<file path="config.mk">
export PLATFORM = sky130hd
export DESIGN_NAME = chroma_key_composite
export DESIGN_NICKNAME = d
export VERILOG_FILES = /design/src/hdl/ckc_pkg.sv /design/src/hdl/chroma_key_composite.sv
export SDC_FILE = /design/constraint.sdc
export NUM_CORES = 2
export LEC_CHECK = 0
export BUFFER_PORTS_ARGS = -buffer_cell sky130_fd_sc_hd__buf_2
export CAP_MARGIN = 20
export CORE_MARGIN = 2
export CORE_UTILIZATION = 59
export DETAILED_ROUTE_END_ITERATION = 10
export PLACE_DENSITY = 0.86
export SETUP_SLACK_MARGIN = 0.05
export SLEW_MARGIN = 15
export SYNTH_ARGS = -nofsm -noshare
export SYNTH_HDL_FRONTEND = slang
export SYNTH_SLANG_ARGS = --single-unit
</file>
<file path="constraint.sdc">
create_clock -name clk -period 5.38 [get_ports clk]
set_input_delay 0.538 -clock clk [delete_from_list [all_inputs] [get_ports clk]]
set_output_delay 0.538 -clock clk [all_outputs]
set_load 0.05 [all_outputs]
</file>
<file path="src/hdl/ckc_pkg.sv">
`timescale 1ns / 1ps

package ckc_pkg;

  localparam int unsigned PixW   = 8;
  localparam int unsigned SumW   = PixW + 2;
  localparam int unsigned DomW   = 16;
  localparam int unsigned ShadW  = 12;
  localparam int unsigned CfgW   = 16;
  localparam int unsigned IdxW   = 3;
  localparam int unsigned ShProdW = PixW + ShadW;
  localparam int unsigned DomProdW = DomW + SumW;
  localparam int unsigned BlendW = 2 * PixW;

  localparam logic [PixW-1:0] PixMax = 8'd255;

  typedef enum logic [IdxW-1:0] {
    REG_KEY_BLUE     = 3'd0,
    REG_MIN_KEY      = 3'd1,
    REG_DOMINANCE    = 3'd2,
    REG_SHADOW       = 3'd3
  } cfg_reg_t;

  localparam logic             ResetKeyBlue  = 1'b0;
  localparam logic [PixW-1:0]  ResetMinKey   = 8'd100;
  localparam logic [DomW-1:0]  ResetDominance = 16'd26214;
  localparam logic [ShadW-1:0] ResetShadow   = 12'd256;

  // Exact floor(x / 255) for x up to 65279.
  function automatic logic [PixW-1:0] div255(input logic [BlendW-1:0] x);
    logic [BlendW:0] t;
    t = {1'b0, x} + {9'd0, x[BlendW-1:PixW]} + {{BlendW{1'b0}}, 1'b1};
    return t[BlendW-1:PixW];
  endfunction

endpackage

</file>
<file path="src/hdl/chroma_key_composite.sv">
`timescale 1ns / 1ps

// Accepted words move through the stage registers in order. Throughput:
// one pixel per cycle while out_stall is low; a stalled output backs up
// stage by stage and empty stages still fill, so in_stall rises only
// when all four are full. Reset (rst, synchronous, active high) empties
// the pipeline and loads the key registers with their default values.
module chroma_key_composite import ckc_pkg::*; (
  input  logic                 clk,
  input  logic                 rst,
  input  logic                 cfg_write,
  input  logic [IdxW-1:0]      cfg_index,
  input  logic [CfgW-1:0]      cfg_data,
  input  logic                 in_valid,
  output logic                 in_stall,
  input  logic [PixW-1:0]      fg_red,
  input  logic [PixW-1:0]      fg_green,
  input  logic [PixW-1:0]      fg_blue,
  input  logic [PixW-1:0]      bg_red,
  input  logic [PixW-1:0]      bg_green,
  input  logic [PixW-1:0]      bg_blue,
  input  logic [PixW-1:0]      mask_level,
  output logic                 out_valid,
  input  logic                 out_stall,
  output logic [PixW-1:0]      out_red,
  output logic [PixW-1:0]      out_green,
  output logic [PixW-1:0]      out_blue,
  output logic                 keyed
);

  // Config registers; the user must write them only with the pipeline idle.
  logic             key_blue;
  logic [PixW-1:0]  min_key_level;
  logic [DomW-1:0]  dominance_threshold;
  logic [ShadW-1:0] shadow_factor;

  always_ff @(posedge clk) begin
    if (rst) begin
      key_blue            <= ResetKeyBlue;
      min_key_level       <= ResetMinKey;
      dominance_threshold <= ResetDominance;
      shadow_factor       <= ResetShadow;
    end else if (cfg_write) begin
      case (cfg_index)
        REG_KEY_BLUE:  key_blue            <= cfg_data[0];
        REG_MIN_KEY:   min_key_level       <= cfg_data[PixW-1:0];
        REG_DOMINANCE: dominance_threshold <= cfg_data[DomW-1:0];
        REG_SHADOW:    shadow_factor       <= cfg_data[ShadW-1:0];
        default: ;  // drop writes to unused indexes
      endcase
    end
  end

  // Handshake: each stage advances when it is empty or the next one advances.
  logic s1_valid, s2_valid, s3_valid;
  logic s1_ready, s2_ready, s3_ready, s4_ready;

  assign s4_ready = !out_valid || !out_stall;
  assign s3_ready = !s3_valid || s4_ready;
  assign s2_ready = !s2_valid || s3_ready;
  assign s1_ready = !s1_valid || s2_ready;
  assign in_stall = !s1_ready;

  always_ff @(posedge clk) begin
    if (rst) begin
      s1_valid  <= 1'b0;
      s2_valid  <= 1'b0;
      s3_valid  <= 1'b0;
      out_valid <= 1'b0;
    end else begin
      if (s1_ready) s1_valid  <= in_valid;
      if (s2_ready) s2_valid  <= s1_valid;
      if (s3_ready) s3_valid  <= s2_valid;
      if (s4_ready) out_valid <= s3_valid;
    end
  end

  // Stage 1: pick the key channel and its two rivals, form the channel sum
  // and the minimum-level test.
  logic [PixW-1:0] s1_k, s1_a, s1_b, s1_m;
  logic [SumW-1:0] s1_sum;
  logic            s1_above_min;
  logic [PixW-1:0] s1_fg [3];
  logic [PixW-1:0] s1_bg [3];
  logic [PixW-1:0] key_chan, rival_chan;

  assign key_chan   = key_blue ? fg_blue  : fg_green;
  assign rival_chan = key_blue ? fg_green : fg_blue;

  always_ff @(posedge clk) begin
    if (s1_ready) begin
      s1_k         <= key_chan;
      s1_a         <= fg_red;
      s1_b         <= rival_chan;
      s1_m         <= mask_level;
      s1_sum       <= {2'b00, fg_red} + {2'b00, fg_green} + {2'b00, fg_blue};
      s1_above_min <= key_chan > min_key_level;
      s1_fg[0]     <= fg_red;
      s1_fg[1]     <= fg_green;
      s1_fg[2]     <= fg_blue;
      s1_bg[0]     <= bg_red;
      s1_bg[1]     <= bg_green;
      s1_bg[2]     <= bg_blue;
    end
  end

  // Stage 2: every multiply, side by side.
  logic [PixW-1:0]     s2_k;
  logic                s2_above_min;
  logic [ShProdW-1:0]  s2_shadow_a, s2_shadow_b;
  logic [DomProdW-1:0] s2_dom;
  logic [BlendW-1:0]   s2_wfg [3];
  logic [BlendW-1:0]   s2_wbg [3];
  logic [PixW-1:0]     s2_bg [3];
  logic [PixW-1:0]     inv_m;

  assign inv_m = PixMax - s1_m;

  always_ff @(posedge clk) begin
    if (s2_ready) begin
      s2_k         <= s1_k;
      s2_above_min <= s1_above_min;
      s2_shadow_a  <= s1_a * shadow_factor;
      s2_shadow_b  <= s1_b * shadow_factor;
      s2_dom       <= dominance_threshold * s1_sum;
      for (int c = 0; c < 3; c++) begin
        s2_wfg[c] <= s1_m * s1_fg[c];
        s2_wbg[c] <= inv_m * s1_bg[c];
        s2_bg[c]  <= s1_bg[c];
      end
    end
  end

  // Stage 3: the cross-multiplied key compares and the blend sums.
  logic              s3_keyed;
  logic [BlendW-1:0] s3_blend [3];
  logic [PixW-1:0]   s3_bg [3];
  logic [ShProdW-1:0]  k_shadow;
  logic [DomProdW-1:0] k_dom;

  assign k_shadow = {{(ShProdW-BlendW){1'b0}}, s2_k, {PixW{1'b0}}};
  assign k_dom    = {{(DomProdW-PixW-DomW){1'b0}}, s2_k, {DomW{1'b0}}};

  always_ff @(posedge clk) begin
    if (s3_ready) begin
      s3_keyed <= s2_above_min && (k_shadow > s2_shadow_a) &&
                  (k_shadow > s2_shadow_b) && (k_dom > s2_dom);
      for (int c = 0; c < 3; c++) begin
        s3_blend[c] <= s2_wfg[c] + s2_wbg[c];
        s3_bg[c]    <= s2_bg[c];
      end
    end
  end

  // Stage 4: divide by 255 and pick background for keyed pixels; this is
  // the output register that holds a word while out_stall is high.
  always_ff @(posedge clk) begin
    if (s4_ready) begin
      keyed     <= s3_keyed;
      out_red   <= s3_keyed ? s3_bg[0] : div255(s3_blend[0]);
      out_green <= s3_keyed ? s3_bg[1] : div255(s3_blend[1]);
      out_blue  <= s3_keyed ? s3_bg[2] : div255(s3_blend[2]);
    end
  end

  // An accepted word always lands in stage 1.
  a_accept_lands: assert property (@(posedge clk) disable iff (rst)
    in_valid && !in_stall |=> s1_valid)
    else $error("accepted word lost at stage 1");

  // The input stalls only when every stage holds a word.
  a_stall_full: assert property (@(posedge clk) disable iff (rst)
    in_stall |-> s1_valid && s2_valid && s3_valid && out_valid)
    else $error("input stalled with a bubble in the pipeline");

  // A word in stage 3 that may advance reaches the output register.
  a_s3_advance: assert property (@(posedge clk) disable iff (rst)
    s3_valid && s4_ready |=> out_valid)
    else $error("stage 3 word dropped");

endmodule

</file>
==> results.yml <==
timing:
  setup_viol: 0
  timing_hold_violations_final: 0
  rsz0062_at_grt: "yes"
  maxSlewViolCount: 0
  finalCritPeriodShare: 0.990
  fmax_mhz: 188
  worstMarginPinSlew_ns: 1.20
  skew_ns: 0.0305
  slew_headroom: 0.178
  period_minus_slack_ns: 5.33
layout:
  seqCellArea_sq_um: 12100
  post-route-util: 0.654
  layout_commonest_cell: "inv_1"
  multi_input_area_sq_um: 26800
  layout_common_cells: "inv_1 (634), nand2_1 (474), fa_1 (453)"
  layout-drive-gt1-share: 0.0912
  final_area_sq_um: 45700
  final_cells: 5239
  final_nets: 5264
  areaGrowthSynthToFinish_pct: 10.1
  fillCellCount: 5072
worst_setup_path:
  critPathMaxFanout: 6
  crit_type: "register to register"
  critPathTopFamily: "adder cells"
  path_depth: 21
  ff2ff_path_depth: 21
  reg2reg_from: "s1_sum[1]$_DFFE_PN_"
  critPathMaxStageDelay_ns: 0.55
  setup.worst_path.end: "s2_dom[25]$_DFFE_PP_"
  cp.required_ns: 5.71
  startpoint_type: "register"
  end_kind: "register"
  critPathSlowestCell: "fa_1"
  crit_start: "s1_sum[1]$_DFFE_PN_"
  cp_common_cell: "inv_1"
  arrival_ns: 5.65
  cp_num_buf_inv: 8
  crit_chain: "buf_6 -> buf_4 -> nand2_1 -> fa_1 -> inv_1 -> fa_1 -> inv_1 -> fa_1 -> inv_1 -> fa_1 -> inv_1 -> fa_2 -> inv_1 -> ha_4 -> buf_4 -> a21oi_4 -> a31oi_4 -> o211ai_1 -> nand3_1 -> nand3_1 -> or3b_4"
  rr_endpoint: "s2_dom[25]$_DFFE_PP_"
  ff2ff_setup_slack_ns: 0.05
synthesis:
  async_reset_ff_frac: 0
  syn_area_sq_um: 41500
  yosys_register_bits: 417
  avgSynthCellArea_sq_um: 10.1
  ys_warn_count: 0
  synthCells: 4100
  seq_area_frac_synth: 0.292
  ys_types: 74
  synth-edff-count: 376
  ys_dominant_reg_cell: "edfxtp_1"
  synth.net_count: 5100
placement:
  place_inst: 5125
  placed_cell_area_sq_um: 43600
  hpwl_mm: 73.4
  gp_congestion: 0.926
  portBuffers: 106
floorplan:
  ios: 107
  die-area_sq_um: 72400
  coreArea_sq_um: 69800
  die_x_um: 269
  rows: 97
  initial_utilization: 0.594
  chipHeight_um: 269
global_routing:
  grt_first_pass_wirelength_mm: 155
  grt_pass1_vias: 30500
  grt_overflow_total: 0
  grt_max_degree: 84
  antenna_found_initial: 3
  grt.total_usage: 0.267
pwr:
  total_power_uw: 30900
  powerDensity_nw_per_um2: 677
  vdd_drop_max_mv: 1.31
  power.leakage_uw: 0.0213
job:
  drv_cap: 0
cts:
  worstSkewPairLatency_ns: 0.60
  ctsHoldBuffers: 0
  clockBufferDepth: 3
  clkSinkCount: 417
  tritoncts: "built"
  htree_levels: 2
  cts_root_buffer: "clkbuf_16"
  numCtsBuffers: 45
  clkTransAtPathRegs_ns: 0.06
route:
  drc: 0
  viasPerCell: 5.71
  dr.pass1.iters: 9
  routedWlPerCell_um: 18.5
  drt_iter0_drc: 2516
  drt-total-wl_mm: 96.7
  route.antenna.remaining_nets: 0
  vias: 29900
hold_path:
  min_path_cells: 1
  hold_path_class: "input pin to register"
status:
  status: "completed"
-- metrics by stage --
step                      setup WS, ns  hold WS [ns]  setup TNS (ns)
after CTS                       0.0628        0.0903               0
final                           0.0541         0.111               0
after detailed placement       -0.0644         0.405         -0.0678
after global routing            -0.106        0.0914          -0.633
after global placement          0.0409         0.401               0
after floorplan                 0.0574         0.400               0
-- cells by family (layout without fill, tap and decap cells) --
logic type,count (synthesis),in the layout,share of synthesized area
fa+ha+maj,920,920,0.360
flops,417,417,0.292
xor+xnor,145,145,0.0306
buf+inv,762,960,0.0692
simple gates,1339,1339,0.164
compound gates,494,494,0.0779
mux,23,23,0.00597
other cells,0,1,0
-- timing repair --
item                                    in CTS  in global routing
pin swaps                                    6                 33
buffers inserted                            14                 18
gates cloned                                 0                  1
resized for setup                            6                 58
endpoints found under the setup margin       5                 13
-- synth_stat cells, types with 11 or more instances --
library cell / n / share of area
clkbuf_1: 121 / 0.011
a21oi_1: 162 / 0.020
xnor2_1: 113 / 0.024
a211oi_1: 17 / 0.0031
a21boi_0: 14 / 0.0025
o311ai_0: 11 / 0.0023
fa_1: 458 / 0.22
and3_1: 19 / 0.0029
mux2_2: 14 / 0.0038
o21ai_0: 93 / 0.011
o21a_1: 31 / 0.0056
nand3_1: 48 / 0.0058
nand2_1: 478 / 0.043
nand3b_1: 11 / 0.0020
ha_1: 462 / 0.14
nor3_1: 47 / 0.0057
xor2_1: 32 / 0.0068
nor2_1: 138 / 0.012
edfxtp_1: 376 / 0.27
nor4_1: 14 / 0.0021
nand2b_1: 107 / 0.016
a21o_1: 43 / 0.0078
and2_1: 283 / 0.043
dfxtp_1: 41 / 0.020
inv_1: 637 / 0.058
o211ai_1: 15 / 0.0027
nor2b_1: 134 / 0.020
-- flip-flops by register name (all words and copies together) (netlist names), 10 cells and up --
| register | count |
|---|---|
| s2_wbg | 48 |
| s3_bg | 24 |
| shadow_factor | 12 |
| s2_dom | 26 |
| dominance_threshold | 16 |
| s3_blend | 48 |
| s2_shadow_a | 20 |
| s2_wfg | 48 |
| s1_sum | 10 |
| s1_bg | 24 |
| s1_fg | 17 |
| s2_shadow_b | 20 |
| s2_bg | 24 |
-- per-layer routing --
| metal | global-route usage | vias to the layer above | wire, um |
|---|---|---|---|
| li1 | - | 13800 | - |
| met2 | 0.459 | 1172 | 47400 |
| met1 | 0.343 | 14700 | 38200 |
| met4 | 0.0986 | 0 | 3840 |
| met3 | 0.0386 | 243 | 7170 |
| met5 | 0 | - | 0 |
-- worst register-to-register path: cells and delay by family (launching register included) --
kind / cells / cell delay [ns]
compound gates: 3 / 0.59
fa+ha+maj: 6 / 2.51
buf+inv: 8 / 0.74
flops: 1 / 0.43
simple gates: 4 / 0.80
-- worst min path at each step --
stage	start	end	slack (ns)
5_1_grt	bg_blue[0]	s1_bg[0][16]$_DFFE_PN_	0.09
4_1_cts	bg_blue[3]	s1_bg[0][19]$_DFFE_PN_	0.09
3_3_place_gp	s2_bg[0][1]$_DFFE_PP_	s3_bg[0][1]$_DFFE_PP_	0.40
3_5_place_dp	s2_bg[0][17]$_DFFE_PP_	s3_bg[0][17]$_DFFE_PP_	0.40
6_report	bg_blue[3]	s1_bg[0][19]$_DFFE_PN_	0.11
2_1_floorplan	s1_above_min$_DFFE_PN_	s2_above_min$_DFFE_PP_	0.40
-- layout make-up --
cell class              count  area share
flip-flops and latches    417       0.265
well taps                 940      0.0258
diodes                      1   0.0000548
clock buffers              52      0.0259
inverters                 637      0.0524
clock inverters            29     0.00866
repair buffers            242      0.0357
multi-input cells        2921       0.586
-- report_power, final --
part	internal (uW)	switching, uW	leakage (uW)	total (uW)
Clock	1980	1360	0.000770	3340
Sequential	5300	530	0.00439	5830
Combinational	9770	12000	0.0162	21700
Note: power is estimated with default switching activity, not from simulation.
